--- src/hdl/acfe_pkg.sv ---
// Package for the AC infrared frame encoder: payload word types, frame constants,
// field codes and register indexes. No dependencies.
package acfe_pkg;

    localparam int FRAME_BITS = 28;
    localparam int PULSES     = 2 * FRAME_BITS + 3;
    localparam int CNT_W      = $clog2(PULSES);
    localparam logic [CNT_W-1:0] LAST_PULSE_IDX = CNT_W'(PULSES - 1);

    // Frame field codes
    localparam logic [4:0] STATE_ON_CODE  = 5'd0;
    localparam logic [4:0] STATE_OFF_CODE = 5'd24;
    localparam logic [4:0] TEMP_OFFSET    = 5'd15;
    localparam logic [2:0] FAN_AUTO_CODE  = 3'd5;
    localparam logic [2:0] MODE_MAX       = 3'd4;
    localparam logic [2:0] MODE_COOL      = 3'd0;

    // Configuration register indexes
    localparam logic [2:0] CFG_HDR_MARK  = 3'd0;
    localparam logic [2:0] CFG_HDR_SPACE = 3'd1;
    localparam logic [2:0] CFG_BIT_MARK  = 3'd2;
    localparam logic [2:0] CFG_ONE_SPACE = 3'd3;
    localparam logic [2:0] CFG_ZERO_SPACE = 3'd4;
    localparam logic [2:0] CFG_HDR_BYTE  = 3'd5;

    // Configuration reset values
    localparam logic [15:0] RST_HDR_MARK   = 16'd8000;
    localparam logic [15:0] RST_HDR_SPACE  = 16'd4000;
    localparam logic [15:0] RST_BIT_MARK   = 16'd600;
    localparam logic [15:0] RST_ONE_SPACE  = 16'd1600;
    localparam logic [15:0] RST_ZERO_SPACE = 16'd550;
    localparam logic [7:0]  RST_HDR_BYTE   = 8'd136;

    typedef struct packed {
        logic       power_on;
        logic [2:0] mode_code;
        logic [4:0] temperature_c;
        logic [2:0] fan_speed;
    } t_in_word;

    typedef struct packed {
        logic [15:0] pulse_time;
        logic        is_mark;
        logic        last_pulse;
    } t_out_word;

endpackage

--- src/hdl/ac_ir_frame_encoder_unit.sv ---
// Top level of the AC infrared frame encoder: config registers, frame shifter and
// pulse output register. Depends on acfe_pkg and acfe_frame_build.
//
// Each accepted setting word produces 59 pulse words: header mark, header space,
// a bit mark plus a one- or zero-space for each of the 28 frame bits (MSB first),
// and a trailing mark flagged with last_pulse. The frame word is built in the
// accept cycle and held in a shift register; one pulse word per cycle then moves
// into the output register while the output side does not stall. The next setting is
// taken in the same cycle that the trailing mark enters the output register, so frames
// run back to back with no gap. Output stalls hold the pulse sequence in place.
// Configuration writes take effect at once and must happen while no frame is
// in flight; writes to indexes 6 and 7 are dropped.
module ac_ir_frame_encoder_unit
    import acfe_pkg::*;
(
    input  logic      i_clk,
    input  logic      i_rst_n,
    // setting channel
    input  logic      i_in_valid,
    output logic      o_in_ready,
    input  t_in_word  i_in_data,
    // pulse channel
    output logic      o_out_valid,
    input  logic      i_out_ready,
    output t_out_word o_out_data,
    // configuration write port
    input  logic        i_cfg_we,
    input  logic [2:0]  i_cfg_idx,
    input  logic [15:0] i_cfg_data
);

    logic [15:0] r_hdr_mark, r_hdr_space, r_bit_mark, r_one_space, r_zero_space;
    logic [7:0]  r_hdr_byte;

    logic                  r_busy;
    logic [CNT_W-1:0]      r_cnt;
    logic [FRAME_BITS-1:0] r_frame;
    logic                  r_out_valid;
    t_out_word             r_out;

    logic [FRAME_BITS-1:0] w_frame_new;
    logic                  w_adv;
    logic                  w_accept;
    logic                  w_done;
    t_out_word             n_out;

    // config registers
    always_ff @(posedge i_clk) begin
        if (!i_rst_n) begin
            r_hdr_mark   <= RST_HDR_MARK;
            r_hdr_space  <= RST_HDR_SPACE;
            r_bit_mark   <= RST_BIT_MARK;
            r_one_space  <= RST_ONE_SPACE;
            r_zero_space <= RST_ZERO_SPACE;
            r_hdr_byte   <= RST_HDR_BYTE;
        end else if (i_cfg_we) begin
            case (i_cfg_idx)
                CFG_HDR_MARK:   r_hdr_mark   <= i_cfg_data;
                CFG_HDR_SPACE:  r_hdr_space  <= i_cfg_data;
                CFG_BIT_MARK:   r_bit_mark   <= i_cfg_data;
                CFG_ONE_SPACE:  r_one_space  <= i_cfg_data;
                CFG_ZERO_SPACE: r_zero_space <= i_cfg_data;
                CFG_HDR_BYTE:   r_hdr_byte   <= i_cfg_data[7:0];
                default: ;  // drop writes beyond the register list
            endcase
        end
    end

    acfe_frame_build u_build (
        .i_setting     (i_in_data),
        .i_header_byte (r_hdr_byte),
        .o_frame       (w_frame_new)
    );

    // while busy, advance one pulse whenever the output register is free or being drained
    assign w_adv      = r_busy && (!r_out_valid || i_out_ready);
    assign w_done     = w_adv && (r_cnt == LAST_PULSE_IDX);
    assign o_in_ready = !r_busy || w_done;
    assign w_accept   = i_in_valid && o_in_ready;

    // pick the pulse for the current slot; the frame MSB is the bit in flight
    always_comb begin
        n_out.last_pulse = 1'b0;
        if (r_cnt == '0) begin
            n_out.pulse_time = r_hdr_mark;
            n_out.is_mark    = 1'b1;
        end else if (r_cnt == CNT_W'(1)) begin
            n_out.pulse_time = r_hdr_space;
            n_out.is_mark    = 1'b0;
        end else if (r_cnt == LAST_PULSE_IDX) begin
            n_out.pulse_time = r_bit_mark;
            n_out.is_mark    = 1'b1;
            n_out.last_pulse = 1'b1;
        end else if (!r_cnt[0]) begin
            n_out.pulse_time = r_bit_mark;
            n_out.is_mark    = 1'b1;
        end else begin
            n_out.pulse_time = r_frame[FRAME_BITS-1] ? r_one_space : r_zero_space;
            n_out.is_mark    = 1'b0;
        end
    end

    // sequencer and frame shifter
    always_ff @(posedge i_clk) begin
        if (!i_rst_n) begin
            r_busy <= 1'b0;
            r_cnt  <= '0;
        end else if (w_accept) begin
            r_busy <= 1'b1;
            r_cnt  <= '0;
        end else if (w_done) begin
            r_busy <= 1'b0;
            r_cnt  <= '0;
        end else if (w_adv) begin
            r_cnt <= r_cnt + CNT_W'(1);
        end
    end

    always_ff @(posedge i_clk) begin
        if (w_accept) begin
            r_frame <= w_frame_new;
        end else if (w_adv && r_cnt[0] && (r_cnt != CNT_W'(1))) begin
            // shift after each bit space
            r_frame <= {r_frame[FRAME_BITS-2:0], 1'b0};
        end
    end

    // output register
    always_ff @(posedge i_clk) begin
        if (!i_rst_n) begin
            r_out_valid <= 1'b0;
        end else if (w_adv) begin
            r_out_valid <= 1'b1;
        end else if (i_out_ready) begin
            r_out_valid <= 1'b0;
        end
    end

    always_ff @(posedge i_clk) begin
        if (w_adv) begin
            r_out <= n_out;
        end
    end

    assign o_out_valid = r_out_valid;
    assign o_out_data  = r_out;

    // idle sequencer always waits at the first slot
    a_idle_cnt: assert property (@(posedge i_clk) disable iff (!i_rst_n)
        !r_busy |-> (r_cnt == '0))
        else $error("pulse counter not parked while idle");

    // a new setting is only taken when idle or on the trailing mark
    a_ready_slot: assert property (@(posedge i_clk) disable iff (!i_rst_n)
        (o_in_ready && r_busy) |-> (r_cnt == LAST_PULSE_IDX))
        else $error("setting taken in the middle of a frame");

    // accepted setting starts a frame at the header mark
    a_accept_start: assert property (@(posedge i_clk) disable iff (!i_rst_n)
        (i_in_valid && o_in_ready) |=> (r_busy && (r_cnt == '0)))
        else $error("frame did not start after accept");

    // the trailing pulse is always a mark
    a_last_mark: assert property (@(posedge i_clk) disable iff (!i_rst_n)
        (o_out_valid && o_out_data.last_pulse) |-> o_out_data.is_mark)
        else $error("last pulse is not a mark");

endmodule

--- src/hdl/acfe_frame_build.sv ---
// Builds the 28-bit frame word (header, state, mode, temp, jet, fan, checksum)
// from one setting. Depends on acfe_pkg.
module acfe_frame_build
    import acfe_pkg::*;
(
    input  t_in_word              i_setting,
    input  logic [7:0]            i_header_byte,
    output logic [FRAME_BITS-1:0] o_frame
);

    logic [4:0]  w_state;
    logic [2:0]  w_mode;
    logic [3:0]  w_temp;
    logic [2:0]  w_fan;
    logic [2:0]  w_fan_map;
    logic [4:0]  w_temp_diff;
    logic [23:0] w_body;
    logic [3:0]  w_sum;

    always_comb begin
        case (i_setting.fan_speed)
            3'd1:    w_fan_map = 3'd1;
            3'd2:    w_fan_map = 3'd0;
            3'd3:    w_fan_map = 3'd2;
            3'd4:    w_fan_map = 3'd4;
            default: w_fan_map = FAN_AUTO_CODE;
        endcase
    end

    assign w_temp_diff = i_setting.temperature_c - TEMP_OFFSET;

    always_comb begin
        if (i_setting.power_on) begin
            w_state = STATE_ON_CODE;
            w_mode  = (i_setting.mode_code <= MODE_MAX) ? i_setting.mode_code : MODE_COOL;
            w_temp  = w_temp_diff[3:0];
            w_fan   = w_fan_map;
        end else begin
            // unit off: fixed state, mode, temp and fan codes
            w_state = STATE_OFF_CODE;
            w_mode  = MODE_COOL;
            w_temp  = 4'd0;
            w_fan   = FAN_AUTO_CODE;
        end
    end

    // jet bit sits at bit 3 and is always zero
    assign w_body = {i_header_byte, w_state, w_mode, w_temp, 1'b0, w_fan};

    // nibble sum, wrapped to four bits
    assign w_sum = w_body[23:20] + w_body[19:16] + w_body[15:12]
                 + w_body[11:8]  + w_body[7:4]   + w_body[3:0];

    assign o_frame = {w_body, w_sum};

endmodule

--- config.mk ---
export PLATFORM = sky130hd
export DESIGN_NAME = ac_ir_frame_encoder_unit
export DESIGN_NICKNAME = d
export VERILOG_FILES = /design/src/hdl/acfe_pkg.sv /design/src/hdl/ac_ir_frame_encoder_unit.sv /design/src/hdl/acfe_frame_build.sv
export SDC_FILE = /design/constraint.sdc
export NUM_CORES = 1
export LEC_CHECK = 0
export BUFFER_PORTS_ARGS = -buffer_cell sky130_fd_sc_hd__buf_2
export CAP_MARGIN = 20
export CORE_ASPECT_RATIO = 0.9
export CORE_MARGIN = 4
export CORE_UTILIZATION = 40
export CTS_BUF_LIST = sky130_fd_sc_hd__clkbuf_4 sky130_fd_sc_hd__clkbuf_8 sky130_fd_sc_hd__clkbuf_16
export DETAILED_ROUTE_END_ITERATION = 8
export HOLD_SLACK_MARGIN = 0.06
export PLACE_DENSITY_LB_ADDON = 0.2
export SYNTH_ARGS = -nofsm -noshare
export SYNTH_HDL_FRONTEND = slang
export SYNTH_SLANG_ARGS = --single-unit
--- constraint.sdc ---
create_clock -name i_clk -period 4.6 [get_ports i_clk]
set_input_delay 0.23 -clock i_clk [delete_from_list [all_inputs] [get_ports i_clk]]
set_output_delay 0.23 -clock i_clk [all_outputs]
set_load 0.02 [all_outputs]
# Yosys cells after proc, flatten, opt, wreduce, memory -nomap -nowiden
# Cells that the tools add are included.
# totals
in_bits	36
reg_bits	142
output_inout_bits	20
word_cells	75
# op_classes
n_lt_le_gt_ge	1
bitwise_logic	1
add_sub_neg	7
eq_ne	12
n_mux	18
reduce_logical	22
# ops
cell	count
$mux W17	4
$mux W28	2
$add A4 B4 Y4	4
$mux W16	1
$eq A3 B2 Y1 const B	4
$pmux W3 S4	1
$reduce_and A2 Y1	6
$eq A3 B3 Y1 const B	3
$mux W3	3
$add A6 B1 Y6 const B	1
$eq A3 B1 Y1 const B	2
$eq A6 B1 Y1 const B	1
$eq A6 B6 Y1 const B	1
$logic_not A6 Y1	1
$ne A6 B1 Y1 const B	1
$reduce_bool A2 Y1	3
$logic_and A1 B1 Y1	5
$mux W1	5
$mux W5	1
$add A4 B3 Y4	1
$mux W4	1
$sub A4 B4 Y4 const B	1
$le A3 B3 Y1 const B	1
$logic_not A3 Y1	1
5 further kinds	7

# Longest topological paths before layout
# logic_depth
ltp_word	7
mapped_depth	13

# By module
# A second synthesis with hierarchy kept.
# unflattened
cells_unflattened	689
hier_area_um2	6697.7
# modules_own_cells
module	area_per_inst_um2	instances	seq_area_each_um2	cells_each
ac_ir_frame_encoder_unit	6108.4	1	3303.2	619
acfe_frame_build	589.3	1	0.0	70

# Least setup slack after synthesis
# Ideal clock, no wire load.
# synth_path
path_type	input -> register
from	input port i_in_data[11] in the netlist's numbering
to	register r_frame[3], data pin
t_arrival_ns	3.131
setup_slack_ns	1.212
setup_time_ns	0.257
path_stages	13
path_cell_list	inv_2 -> nor3_1 -> fa_1 -> inv_1 -> fa_1 -> inv_1 -> fa_1 -> inv_1 -> ha_1 -> a21oi_1 -> nor3b_1 -> or3_1 -> a32o_1
# synth_between
elab_chain_cells	6
# synth_rtl
item	line	rtl
start: declaration	ac_ir_frame_encoder_unit.sv:21	input t_in_word i_in_data,
$mux W5	acfe_frame_build.sv:33	if (i_setting.power_on) begin
$add A4 B4 Y4	acfe_frame_build.sv:51	assign w_sum = w_body[23:20] + w_body[19:16] + w_body[15:12]
$add A4 B4 Y4 (2 in a row)	acfe_frame_build.sv:52	+ w_body[11:8] + w_body[7:4] + w_body[3:0];
$add A4 B3 Y4 *	acfe_frame_build.sv:52	
$mux W28 *	ac_ir_frame_encoder_unit.sv:120	if (w_accept) begin
end signal: assignment	ac_ir_frame_encoder_unit.sv:121	r_frame <= w_frame_new;
end signal: assignment	ac_ir_frame_encoder_unit.sv:124	r_frame <= {r_frame[FRAME_BITS-2:0], 1'b0};
end: declaration	ac_ir_frame_encoder_unit.sv:37	logic [FRAME_BITS-1:0] r_frame;
# Every way passes the cells marked *; elsewhere a longest branch is shown, timed or not.
# A chain may end at the register's enable or synchronous reset.

# Final worst setup path
# layout_path
from	register r_hdr_byte[2]
to	register r_frame[3], data pin
# layout_between
elab_chain_cells	6
# layout_rtl
item	line	rtl
start: declaration	ac_ir_frame_encoder_unit.sv:33	logic [7:0] r_hdr_byte;
start signal: assignment	ac_ir_frame_encoder_unit.sv:63	CFG_HDR_BYTE: r_hdr_byte <= i_cfg_data[7:0];
$add A4 B4 Y4 (2 in a row)	acfe_frame_build.sv:51	
$add A4 B4 Y4 (2 in a row)	acfe_frame_build.sv:52	
$add A4 B3 Y4	acfe_frame_build.sv:52	
$mux W28	ac_ir_frame_encoder_unit.sv:120	
# No other way between the ends.

==> run_summary.xml <==
<?xml version="1.0" encoding="UTF-8"?>
<metrics>
  <group name="status">
    <metric name="status" unit="">complete, no violations</metric>
  </group>
  <group name="floorplanning">
    <metric name="starting_density_of_the_core" unit="">0.414</metric>
    <metric name="die-area" unit="um^2">18300</metric>
    <metric name="width_of_the_die" unit="um">142</metric>
    <metric name="top_level_pins" unit="">56</metric>
    <metric name="die-height" unit="um">129</metric>
    <metric name="design.core.area" unit="um^2">15700</metric>
    <metric name="placementRows" unit="">43</metric>
  </group>
  <group name="clocking">
    <metric name="post-cts-setup-buffer-count" unit="">0</metric>
    <metric name="clock_tree.htree_level_count" unit="">4</metric>
    <metric name="tritoncts" unit="">yes</metric>
    <metric name="ctsRootBufferMaster" unit="">clkbuf_16</metric>
    <metric name="cts_num_sinks" unit="">142</metric>
    <metric name="clock_path_buffers" unit="">2</metric>
    <metric name="postCtsResizedCells" unit="">0</metric>
    <metric name="clk_pin_slew" unit="ns">0.06</metric>
    <metric name="worst_skew_late_latency" unit="ns">0.42</metric>
    <metric name="cts_hold_buffers" unit="">0</metric>
    <metric name="numCtsBuffers" unit="">17</metric>
  </group>
  <group name="final_layout">
    <metric name="proportion_of_layout_cells_with_a_drive_suffix_above_1" unit="">0.147</metric>
    <metric name="seqCellArea" unit="um^2">3290</metric>
    <metric name="number_of_fill_cells_in_the_layout" unit="">1462</metric>
    <metric name="multi_input_comb_area" unit="um^2">2910</metric>
    <metric name="area_delta_synth_final" unit="%">14.8</metric>
    <metric name="finish.instance_area" unit="um^2">7430</metric>
    <metric name="num-nets-final" unit="">777</metric>
  </group>
  <group name="setup_path">
    <metric name="end_kind" unit="">flip-flop</metric>
    <metric name="cp_data_required_time" unit="ns">4.77</metric>
    <metric name="start_kind" unit="">flip-flop</metric>
    <metric name="crit_top_cell" unit="">inv_1</metric>
    <metric name="worst_setup_path_startpoint" unit="">r_hdr_byte[2]</metric>
    <metric name="worst-setup-path-type" unit="">flip-flop to flip-flop</metric>
    <metric name="timing.critical_path.to" unit="">r_frame[3]</metric>
    <metric name="reg2regPathDepth" unit="">12</metric>
    <metric name="cp_max_fo" unit="">3</metric>
    <metric name="reg2reg_slack" unit="ns">1.12</metric>
    <metric name="reg2reg_to" unit="">r_frame[3]</metric>
    <metric name="cp_slowest_stage_delay" unit="ns">0.53</metric>
    <metric name="cp_cell_sequence" unit="">inv_1 -&gt; fa_1 -&gt; inv_1 -&gt; fa_1 -&gt; inv_1 -&gt; fa_1 -&gt; inv_1 -&gt; ha_1 -&gt; a21oi_1 -&gt; nor3b_1 -&gt; or3_1 -&gt; a32o_1</metric>
    <metric name="critical_path_arrival" unit="ns">3.65</metric>
    <metric name="r2r-start" unit="">r_hdr_byte[2]</metric>
    <metric name="critical_path.slowest_cell" unit="">fa_1</metric>
  </group>
  <group name="yosys">
    <metric name="ys_types" unit="">49</metric>
    <metric name="netlist.top_cell.by_area" unit="">dfxtp_1</metric>
    <metric name="ys_top_cells_by_count" unit="">nand2_1, dfxtp_1, edfxtp_1</metric>
    <metric name="most_common_cell_in_the_netlist" unit="">nand2_1</metric>
    <metric name="yosysTopAreaCellShare" unit="">0.300</metric>
    <metric name="async_reset_ff_frac" unit="">0</metric>
    <metric name="postSynthRegisterBits" unit="">142</metric>
    <metric name="yosys_warnings" unit="">0</metric>
    <metric name="instance_count_of_the_mapped_netlist" unit="">687</metric>
    <metric name="syn-cell-area" unit="um^2">6470</metric>
    <metric name="syn_area_per_cell" unit="um^2">9.42</metric>
    <metric name="synth_flop_cell" unit="">dfxtp_1</metric>
    <metric name="synth_sequential_area_ratio" unit="">0.509</metric>
    <metric name="synthTopCellsByArea" unit="">dfxtp_1, edfxtp_1, nand2_1</metric>
    <metric name="synth_edf_count" unit="">45</metric>
    <metric name="synthesis.nets" unit="">740</metric>
  </group>
  <group name="pwr">
    <metric name="p_leak" unit="nW">2.82</metric>
    <metric name="vdd.ir_drop.worst" unit="V">0.000258</metric>
    <metric name="cellPowerDensity" unit="nW/um^2">406</metric>
  </group>
  <group name="min_path">
    <metric name="timing.hold.worst.start" unit="">i_cfg_data[13]</metric>
    <metric name="worstHoldPathType" unit="">input port to flip-flop</metric>
  </group>
  <group name="routing">
    <metric name="routedWlPerCell" unit="um">16.1</metric>
    <metric name="initialDrtViolationCount" unit="">385</metric>
    <metric name="antenna_violating_nets_left" unit="">0</metric>
    <metric name="dr_total_vias" unit="">4938</metric>
    <metric name="drt_pre_antenna_iters" unit="">5</metric>
    <metric name="routed_wire_length" unit="um">15200</metric>
    <metric name="remaining_drc_errors" unit="">0</metric>
    <metric name="post_drt_via_cell_ratio" unit="">5.25</metric>
  </group>
  <group name="global_routing">
    <metric name="grt_max_degree" unit="">92</metric>
    <metric name="first_global_vias" unit="">4600</metric>
    <metric name="number_of_antenna_violations_at_the_first_check_in_global_routing" unit="">1</metric>
    <metric name="grt_remaining_overflow" unit="">0</metric>
    <metric name="wire_length_of_the_first_global_routing_pass" unit="um">24400</metric>
    <metric name="grt_usage" unit="">0.172</metric>
  </group>
  <group name="sta">
    <metric name="final_critical_path_required_period" unit="ns">3.48</metric>
    <metric name="worst_hold_slack" unit="ns">0.102</metric>
    <metric name="fin_skew" unit="ns">0.00644</metric>
    <metric name="max_slew_margin" unit="">0.357</metric>
    <metric name="max_slew.worst_pin.slew" unit="ns">0.965</metric>
    <metric name="final-max-slew-violation-count" unit="">0</metric>
    <metric name="hold_violations" unit="">0</metric>
    <metric name="grt_setup_unrepaired" unit="">false</metric>
    <metric name="setup_violations" unit="">0</metric>
    <metric name="max_freq" unit="GHz">0.287</metric>
    <metric name="fin_crit_sh" unit="">0.756</metric>
    <metric name="tns" unit="ns">0</metric>
  </group>
  <group name="job">
    <metric name="drv.max_cap_violation_count" unit="">0</metric>
  </group>
  <group name="placed_design">
    <metric name="placedInstanceArea" unit="um^2">6830</metric>
    <metric name="routabilityCongestion" unit="">0.853</metric>
    <metric name="place.port_buffers" unit="">54</metric>
    <metric name="dp_hpwl" unit="um">10300</metric>
  </group>
</metrics>
critical path, delay by kind of cell, from the launching register on:
family	cells	cell delay, ns
AND/OR/NAND/NOR	2	0.43
flip-flops	1	0.33
buffers and inverters	4	0.21
adder cells (fa/ha/maj)	4	1.85
AO/OA/AOI/OAI	2	0.40
per-stage QoR:
step / setup WS (ns) / utilization / instances / total power [mW]
global placement: 0.768 / 0.436 / 906 / 1.71
CTS: 1.10 / 0.474 / 938 / 3.05
floorplan: 1.21 / - / 687 / 1.62
global route: 0.926 / 0.475 / 940 / 3.15
detailed placement: 0.710 / 0.436 / 906 / 1.72
finish: 1.12 / 0.475 / 940 / 3.02
layout by cell type (no fill, tap or decap), types with 11 or more instances in the layout:
cell type	count
edfxtp_1	45
a21boi_0	44
o21ai_1	11
clkbuf_16	18
nand3_1	31
a21boi_1	20
buf_2	54
inv_1	16
nor2_1	38
and2_1	13
dfxtp_1	97
nand2_1	197
mux2i_1	17
power breakdown:
group          switching, mW  total [mW]  internal [mW]
Sequential            0.0258        1.38           1.35
Clock                  0.513        1.33          0.814
Combinational          0.194       0.313          0.119
area by class of cell:
type,instances,share of cell area
clock inverter,7,0.00673
sequential,142,0.443
inverter,17,0.00858
tap,202,0.0340
antenna,1,0.000337
timing repair buffer,60,0.0434
multi-input combinational,486,0.391
clock buffer,25,0.0727
routing by layer:
metal  GRT usage  vias up  wire length [um]
li1            -     2416                 -
met1       0.251     2374              7290
met2       0.251      130              6640
met3      0.0446       18              1040
met4      0.0542        0               189
met5           0        -                 0
worst min path at each step:
stage	endpoint	slack [ns]	cells after the start
after detailed placement	r_bit_mark[10]	0.45	2
after global routing	r_hdr_space[13]	0.10	3
after floorplan	r_bit_mark[3]	0.35	2
after CTS	r_bit_mark[13]	0.08	3
final	r_bit_mark[13]	0.10	3
after global placement	r_one_space[7]	0.44	2
state kept, by name (all words and copies together), names as in the netlist:
name / flops
r_busy: 1
r_cnt: 6
r_hdr_space: 16
r_hdr_mark: 16
o_out_data: 18
o_out_valid: 1
r_one_space: 16
r_frame: 28
r_bit_mark: 16
r_zero_space: 16
r_hdr_byte: 8
kinds of logic (layout without fill, tap and decap cells):
| kind of cell | after synthesis | count (layout) | share of synthesized area |
|---|---|---|---|
| muxes | 18 | 18 | 0.0280 |
| other | 0 | 1 | 0 |
| DFF | 142 | 142 | 0.509 |
| buffers and inverters | 59 | 109 | 0.0429 |
| and+or+nand+nor | 299 | 299 | 0.195 |
| adders and majority gates | 17 | 17 | 0.0444 |
| xor gates and xnor gates | 11 | 11 | 0.0149 |
| AOI/OAI and AO/OA | 141 | 141 | 0.166 |
No activity file was read; power rests on OpenSTA's default activity.
